$ cat config.mk
export PLATFORM = sky130hd
export DESIGN_NAME = tilt_packet_to_drive_decoder_core
export DESIGN_NICKNAME = d
export VERILOG_FILES = /design/src/rtl/tpd_pkg.sv /design/src/rtl/tilt_packet_to_drive_decoder_core.sv
export VERILOG_INCLUDE_DIRS = /design/src /design/src/rtl
export SDC_FILE = /design/constraint.sdc
export NUM_CORES = 1
export LEC_CHECK = 0
export BUFFER_PORTS_ARGS = -buffer_cell sky130_fd_sc_hd__buf_2
export CAP_MARGIN = 30
export CORE_MARGIN = 5
export CORE_UTILIZATION = 25
export CTS_CLUSTER_SIZE = 16
export DETAILED_ROUTE_END_ITERATION = 12
export GPL_TIMING_DRIVEN = 1
export PLACE_DENSITY_LB_ADDON = 0.05
export SLEW_MARGIN = 10
export SYNTH_ARGS = -nofsm -noshare
export SYNTH_HDL_FRONTEND = slang
export SYNTH_SLANG_ARGS = --single-unit
$ cat constraint.sdc
create_clock -name clk_i -period 8.61 [get_ports clk_i]
set_input_delay 0.4305 -clock clk_i [delete_from_list [all_inputs] [get_ports clk_i]]
set_output_delay 0.4305 -clock clk_i [all_outputs]
set_load 0.1 [all_outputs]
$ cat src/rtl/tilt_packet_to_drive_decoder_core_defines.svh
// Assertion macros for the tilt packet to drive decoder
`ifndef TILT_PACKET_TO_DRIVE_DECODER_CORE_DEFINES_SVH
`define TILT_PACKET_TO_DRIVE_DECODER_CORE_DEFINES_SVH

// Check an implication on every rising clock edge outside reset
`define TPD_ASSERT_IMP(label, ante, cons, msg) \
  label: assert property (@(posedge clk_i) disable iff (!rst_ni) (ante) |-> (cons)) \
    else $error(msg);

// Check an implication whose consequent must hold in the next cycle
`define TPD_ASSERT_NEXT(label, ante, cons, msg) \
  label: assert property (@(posedge clk_i) disable iff (!rst_ni) (ante) |=> (cons)) \
    else $error(msg);

`endif

$ cat src/rtl/tpd_pkg.sv
// Shared constants, types and helpers for the tilt packet to drive decoder
`timescale 1ns / 1ps
package tpd_pkg;

  localparam logic [1:0] CmdByte = 2'd0;
  localparam logic [1:0] CmdTick = 2'd1;
  localparam logic [1:0] CmdDist = 2'd2;
  localparam logic [1:0] CmdNone = 2'd3;

  localparam logic [7:0] HdrStart = 8'h21;
  localparam logic [7:0] HdrKind  = 8'h41;

  localparam logic [3:0] PosStart = 4'd0;
  localparam logic [3:0] PosKind  = 4'd1;
  localparam logic [3:0] PosData  = 4'd2;
  localparam logic [3:0] PosCheck = 4'd14;

  localparam logic [1:0] RegTimeout   = 2'd0;
  localparam logic [1:0] RegObstacle  = 2'd1;
  localparam logic [1:0] RegThreshold = 2'd2;

  localparam logic [31:0] TimeoutReset   = 32'd5000;
  localparam logic [15:0] ObstacleReset  = 16'd200;
  localparam logic [30:0] ThresholdReset = 31'h3F000000;

  localparam logic [1:0] DrvFwd  = 2'b01;
  localparam logic [1:0] DrvStop = 2'b00;
  localparam logic [1:0] DrvRev  = 2'b11;

  typedef struct packed {
    logic       checksum_error;
    logic       frame_accepted;
    logic [1:0] left_drive;
    logic [1:0] right_drive;
    logic       drive_update;
  } result_t;

  function automatic logic is_nan(input logic [31:0] v);
    return v[30:0] > 31'h7F800000;
  endfunction

  // a <= b in sign/magnitude order with -0 == +0, false on NaN
  function automatic logic f_le(input logic [31:0] a, input logic [31:0] b);
    logic az, bz, r;
    az = (a[30:0] == '0);
    bz = (b[30:0] == '0);
    if (az && bz) r = 1'b1;
    else if (a[31] && !b[31]) r = 1'b1;
    else if (!a[31] && b[31]) r = az && bz;
    else if (a[31]) r = a[30:0] >= b[30:0];
    else r = a[30:0] <= b[30:0];
    return r && !is_nan(a) && !is_nan(b);
  endfunction

endpackage

$ cat src/rtl/tilt_packet_to_drive_decoder_core.sv
// Top level of the tilt packet to drive decoder
`timescale 1ns / 1ps
`include "tilt_packet_to_drive_decoder_core_defines.svh"
// Takes one item per cycle while s_axis_tready is high: serial bytes, 1 ms ticks or distance
// readings, and returns one result for each through the output register. A frame is '!', 'A',
// x, y, z (little-endian IEEE singles) and an inverted-sum checksum; a good frame sets both
// motor commands from the tilt. All work for an item is one pass of logic between the parser
// state and the output register; a one-entry skid buffer takes one more transfer while a
// result waits, after which input stalls until the output drains. Configuration is to be
// written through cfg_we_i while the block is idle; the block itself does not enforce this.
module tilt_packet_to_drive_decoder_core (
  input  logic        clk_i,
  input  logic        rst_ni,
  input  logic        s_axis_tvalid,
  output logic        s_axis_tready,
  input  logic [31:0] s_axis_tdata,   // rx_byte[7:0], distance_mm[23:8], distance_ok[24]
  input  logic [1:0]  s_axis_tuser,   // command[1:0]
  output logic        m_axis_tvalid,
  input  logic        m_axis_tready,
  output logic [7:0]  m_axis_tdata,   // drive_update[0], right_drive[2:1], left_drive[4:3],
                                      // frame_accepted[5], checksum_error[6]
  input  logic        cfg_we_i,
  input  logic [1:0]  cfg_index_i,
  input  logic [31:0] cfg_data_i
);

  logic [31:0] timeout_q;
  logic [15:0] obstacle_q;
  logic [30:0] thresh_q;
  logic [3:0]  pos_q, pos_d;
  logic [95:0] payload_q, payload_d;
  logic [7:0]  sum_q, sum_d;
  logic [31:0] idle_q, idle_d;
  tpd_pkg::result_t res_d, out_q, skid_q;
  logic out_vld_q, skid_vld_q;
  logic in_fire;

  logic [1:0]  cmd;
  logic [7:0]  rx_byte;
  logic [15:0] dist_mm;
  logic        dok;
  logic [31:0] x, y, z, tp, tn;
  logic        xin, yin;
  logic [31:0] idle_inc;

  assign cmd     = s_axis_tuser;
  assign rx_byte = s_axis_tdata[7:0];
  assign dist_mm = s_axis_tdata[23:8];
  assign dok     = s_axis_tdata[24];

  assign s_axis_tready = !skid_vld_q;
  assign in_fire = s_axis_tvalid && s_axis_tready;

  assign x  = payload_q[31:0];
  assign y  = payload_q[63:32];
  assign z  = payload_q[95:64];
  assign tp = {1'b0, thresh_q};
  assign tn = {1'b1, thresh_q};
  assign xin = tpd_pkg::f_le(x, tp) && tpd_pkg::f_le(tn, x);
  assign yin = tpd_pkg::f_le(y, tp) && tpd_pkg::f_le(tn, y);
  assign idle_inc = (idle_q == '1) ? idle_q : idle_q + 32'd1;

  always_comb begin
    pos_d     = pos_q;
    payload_d = payload_q;
    sum_d     = sum_q;
    idle_d    = idle_q;
    res_d     = '0;
    case (cmd)
      tpd_pkg::CmdByte: begin
        idle_d = '0;
        if (pos_q == tpd_pkg::PosStart) begin
          if (rx_byte == tpd_pkg::HdrStart) pos_d = tpd_pkg::PosKind;
        end else if (pos_q == tpd_pkg::PosKind) begin
          if (rx_byte == tpd_pkg::HdrKind) begin
            pos_d = tpd_pkg::PosData;
            sum_d = '0;
          end else begin
            pos_d = tpd_pkg::PosStart;
          end
        end else if (pos_q < tpd_pkg::PosCheck) begin
          payload_d = {rx_byte, payload_q[95:8]};
          sum_d = sum_q + rx_byte;
          pos_d = pos_q + 4'd1;
        end else begin
          if (rx_byte == ~(tpd_pkg::HdrStart + tpd_pkg::HdrKind + sum_q)) begin
            res_d.frame_accepted = 1'b1;
            res_d.drive_update   = 1'b1;
            if (tpd_pkg::f_le(x, tp) && tpd_pkg::f_le(tp, y)) begin
              res_d.right_drive = tpd_pkg::DrvFwd;
              res_d.left_drive  = tpd_pkg::DrvFwd;
            end else if (tpd_pkg::f_le(x, tp) && tpd_pkg::f_le(y, tn)) begin
              res_d.right_drive = tpd_pkg::DrvRev;
              res_d.left_drive  = tpd_pkg::DrvRev;
            end else if (xin && yin && tpd_pkg::f_le(z, tn)) begin
              res_d.right_drive = tpd_pkg::DrvRev;
              res_d.left_drive  = tpd_pkg::DrvFwd;
            end else if (xin && yin && tpd_pkg::f_le(tp, z)) begin
              res_d.right_drive = tpd_pkg::DrvFwd;
              res_d.left_drive  = tpd_pkg::DrvRev;
            end
          end else begin
            res_d.checksum_error = 1'b1;
          end
          pos_d = tpd_pkg::PosStart;
          sum_d = '0;
        end
      end
      tpd_pkg::CmdTick: begin
        idle_d = idle_inc;
        res_d.drive_update = idle_inc > timeout_q;
      end
      tpd_pkg::CmdDist: begin
        if (dok && dist_mm < obstacle_q) begin
          res_d.drive_update = 1'b1;
          pos_d = tpd_pkg::PosStart;
          sum_d = '0;
        end
      end
      default: ;
    endcase
  end

  always_ff @(posedge clk_i or negedge rst_ni) begin
    if (!rst_ni) begin
      timeout_q  <= tpd_pkg::TimeoutReset;
      obstacle_q <= tpd_pkg::ObstacleReset;
      thresh_q   <= tpd_pkg::ThresholdReset;
      pos_q      <= tpd_pkg::PosStart;
      sum_q      <= '0;
      idle_q     <= '0;
      out_vld_q  <= 1'b0;
      skid_vld_q <= 1'b0;
    end else begin
      if (cfg_we_i) begin
        case (cfg_index_i)
          tpd_pkg::RegTimeout:   timeout_q  <= cfg_data_i;
          tpd_pkg::RegObstacle:  obstacle_q <= cfg_data_i[15:0];
          tpd_pkg::RegThreshold: thresh_q   <= cfg_data_i[30:0];
          default: ;
        endcase
      end
      if (in_fire) begin
        pos_q  <= pos_d;
        sum_q  <= sum_d;
        idle_q <= idle_d;
      end
      if (!out_vld_q || m_axis_tready) begin
        out_vld_q  <= skid_vld_q || in_fire;
        skid_vld_q <= 1'b0;
      end else if (in_fire) begin
        skid_vld_q <= 1'b1;
      end
    end
  end

  always_ff @(posedge clk_i) begin
    if (in_fire) payload_q <= payload_d;
    if (!out_vld_q || m_axis_tready) begin
      out_q <= skid_vld_q ? skid_q : res_d;
    end else if (in_fire) begin
      skid_q <= res_d;
    end
  end

  assign m_axis_tvalid = out_vld_q;
  assign m_axis_tdata  = {1'b0, out_q};

  `TPD_ASSERT_IMP(a_skid_implies_out, skid_vld_q, out_vld_q, "skid full with empty output")
  `TPD_ASSERT_IMP(a_pos_range, 1'b1, pos_q <= tpd_pkg::PosCheck, "parse position out of range")
  `TPD_ASSERT_NEXT(a_hold_out, m_axis_tvalid && !m_axis_tready, m_axis_tvalid,
                   "result dropped while stalled")
  `TPD_ASSERT_IMP(a_flags_excl, out_vld_q,
                  !(out_q.frame_accepted && out_q.checksum_error), "both frame flags set")

endmodule
==> impl_metrics.json <==
{
  "setup_ws_ns": 3.64,
  "vias": 9807,
  "critPathCaptureType": "flip-flop",
  "die_width_um": 242,
  "synth.avg_cell_area_um2": 10.6,
  "yosysWarnings": 0,
  "die_area_um2": 58700,
  "cts_setup_buffers": 0,
  "drtAntennaViolNets": 0,
  "tightest_slew_ns": 0.917,
  "portBuffers": 74,
  "drtPass1Iterations": 5,
  "numCtsBuffers": 31,
  "dp_cells": 2021,
  "ioPinCount": 83,
  "synthDistinctLibCells": 67,
  "ir_drop_uv": 153,
  "min_period_ns": 4.97,
  "wl_per_cell_um": 19.8,
  "synthFlopType": "dfrtp_1",
  "antenna_found_initial": 0,
  "rows": 85,
  "hold_ws_ns": 0.0876,
  "drive_gt1_share_pct": 16.0,
  "relSlewSlack_pct": 38.7,
  "gp_congestion": 0.786,
  "cts_tree": "built",
  "cp.arrival_ns": 5.29,
  "cp-start-kind": "flip-flop",
  "dp_slack_ns": 3.56,
  "insertion_delay_ns": 0.58,
  "viasPerCell": 4.71,
  "path_class": "reg -> reg",
  "wl_um": 41300,
  "finalHoldViolCount": 0,
  "worstPathRequired_ns": 8.94,
  "nets": 1585,
  "start_util_pct": 25.1,
  "hold_class": "in -> reg",
  "drt_iter0_drc": 543,
  "core-area_um2": 53600,
  "drc": 0,
  "grt.overflow.total": 0,
  "numClockSinks": 233,
  "path_clk_slew_ns": 0.06,
  "cellLeakagePower_nw": 6.79,
  "tns_ns": 0,
  "synth_top_area_share_pct": 24.1,
  "maxCapViolations": 0,
  "cts_max_level": 1,
  "fmax_mhz": 201,
  "period_share_pct": 57.7,
  "seq_area_frac_synth_pct": 47.4,
  "grt_max_degree": 66,
  "grt_pass1_wl_um": 63700,
  "finalSetupViolations": 0,
  "dp_hpwl_um": 32200,
  "skew_ns": 0.0151,
  "async_flop_share_pct": 53.6,
  "p_per_area_nw_per_um2": 229,
  "slew_violations": 0,
  "stdcell_count": 2082,
  "cp_max_fo": 11,
  "root_buffer": "clkbuf_16",
  "grt_setup_unrepaired": "no",
  "fillCellCount": 5637,
  "status": "finished, final reports clean",
  "syn_area_um2": 13500,
  "area_growth_syn_to_layout_pct": 16.6,
  "syn_inst": 1271,
  "grt_use_total_pct": 13.9,
  "yosysTopAreaCell": "edfxtp_1",
  "die_h_um": 242,
  "syn-num-nets": 1497,
  "synth_edf_count": 108,
  "grt_pass1_vias": 10100,
  "clock_path_buffers": 3,
  "netlist_top_cells_area": "edfxtp_1 (24%), dfrtp_1 (21%), ha_1 (14%)",
  "ys_seq_elements": 233
}
-- registers in the layout (all words and copies together), names as in the netlist --
signal	cells
thresh_q	31
sum_q	8
m_axis_tdata	6
payload_q	96
timeout_q	32
skid_vld_q	1
m_axis_tvalid	1
pos_q	4
skid_q	6
idle_q	32
obstacle_q	16
-- synth_stat cells (all sizes together), types with 7 or more instances --
master    n
ha      152
inv     130
dfrtp   111
edfxtp  108
nand2   107
o21ai    84
nor2     66
a21oi    65
mux2     59
nand4    45
nor4     42
a21o     31
nand3    27
xnor2    27
clkbuf   22
nor3     17
o31ai    16
xor2     16
dfstp    14
and3     11
a22o      9
nand3b    8
buf       7
-- metrics by stage --
stage | util [%] | instance area [um^2] | power (W)
2_1_floorplan | - | 13500 | 0.00204
3_3_place_gp | 27.4 | 14700 | 0.00232
3_5_place_dp | 27.4 | 14700 | 0.00234
4_1_cts | 29.3 | 15700 | 0.00368
5_1_grt | 29.3 | 15700 | 0.00385
6_report | 29.3 | 15700 | 0.00361
-- layout by cell type, fill, tap and decap left out, types with 25 or more instances in the layout --
cell and count:
inv_1 130, a21oi_1 65, xnor2_1 27, clkbuf_16 31
nand3_1 25, o21ai_0 83, mux2_2 59, nor2_1 66
dfrtp_1 111, a21o_1 31, nand2_1 107, nand4_1 44
edfxtp_1 108, buf_2 74, ha_1 152, nor4_1 40
-- worst paths after layout --
path	cells past startpoint	to	from	slack [ns]
setup / recovery	17	m_axis_tdata[0]$_DFFE_PN_	idle_q[9]$_DFFE_PN0P_	3.64
hold / removal	3	timeout_q[24]$_DFFE_PN0P_	cfg_data_i[24]	0.09
setup reg to reg	17	m_axis_tdata[0]$_DFFE_PN_	idle_q[9]$_DFFE_PN0P_	3.64
hold reg to reg	0	payload_q[23]$_DFFE_PP_	payload_q[31]$_DFFE_PP_	0.45
max in group asynchronous	3	timeout_q[0]$_DFFE_PN0P_	rst_ni	6.90
min in group asynchronous	2	idle_q[13]$_DFFE_PN0P_	rst_ni	0.43
-- where the power goes --
part,leakage (nW),switching (W),internal [W]
logic,3.75,0.000481,0.000342
clock network,0.505,0.000526,0.000780
registers,2.53,0.000154,0.00132
total,6.79,0.00116,0.00245
-- kinds of logic after synthesis --
family	count (synthesis)	synth area share [%]
AOI/OAI and AO/OA	261	12.2
buffers and inverters	159	4.49
muxes	59	4.93
adders and majority gates	153	14.3
and+or+nand+nor	362	13.9
DFF	233	47.4
xor gates and xnor gates	43	2.79
other	1	0.0278
-- final cells by class --
type	instances	area, um^2	share of cell area, %
antenna	2	5.00	0.0318
clock buffer	33	793	5.05
clock inverter	25	224	1.43
inverter	130	488	3.11
multi-input combinational	879	6490	41.3
sequential	233	6390	40.7
tap	696	871	5.54
timing repair buffer	84	452	2.87
-- worst max-delay path, cell delays in order, from the launching register on --
cell	delay (ns)
dfrtp_1	0.46
nand4_2	0.18
or4_1	0.58
nor4_4	0.38
a21boi_1	0.11
buf_4	0.19
nand3_1	0.27
nor2_1	0.12
xor2_1	0.21
ha_1	0.28
a21o_1	0.16
a21o_1	0.18
a21oi_1	0.14
nor2_1	0.06
a2111oi_0	0.56
o22a_1	0.26
a31oi_1	0.16
o32a_1	0.39
-- metal layers --
| metal | routed length [um] | vias to the layer above | GRT usage (%) | part of all wire (%) |
|---|---|---|---|---|
| met1 | 19500 | 4781 | 19.1 | 47 |
| met2 | 19700 | 129 | 23.8 | 48 |
| met4 | 722 | 0 | 2.42 | 1.7 |
| met5 | 0 | - | 0 | 0 |
| met3 | 1330 | 45 | 1.85 | 3.2 |
| li1 | - | 4852 | - | - |
-- what timing repair did --
action                    CTS  global route
resized for setup           0             0
hold endpoints to repair   57             0
hold buffers                1             0
Power figures use the tool's default switching activity.
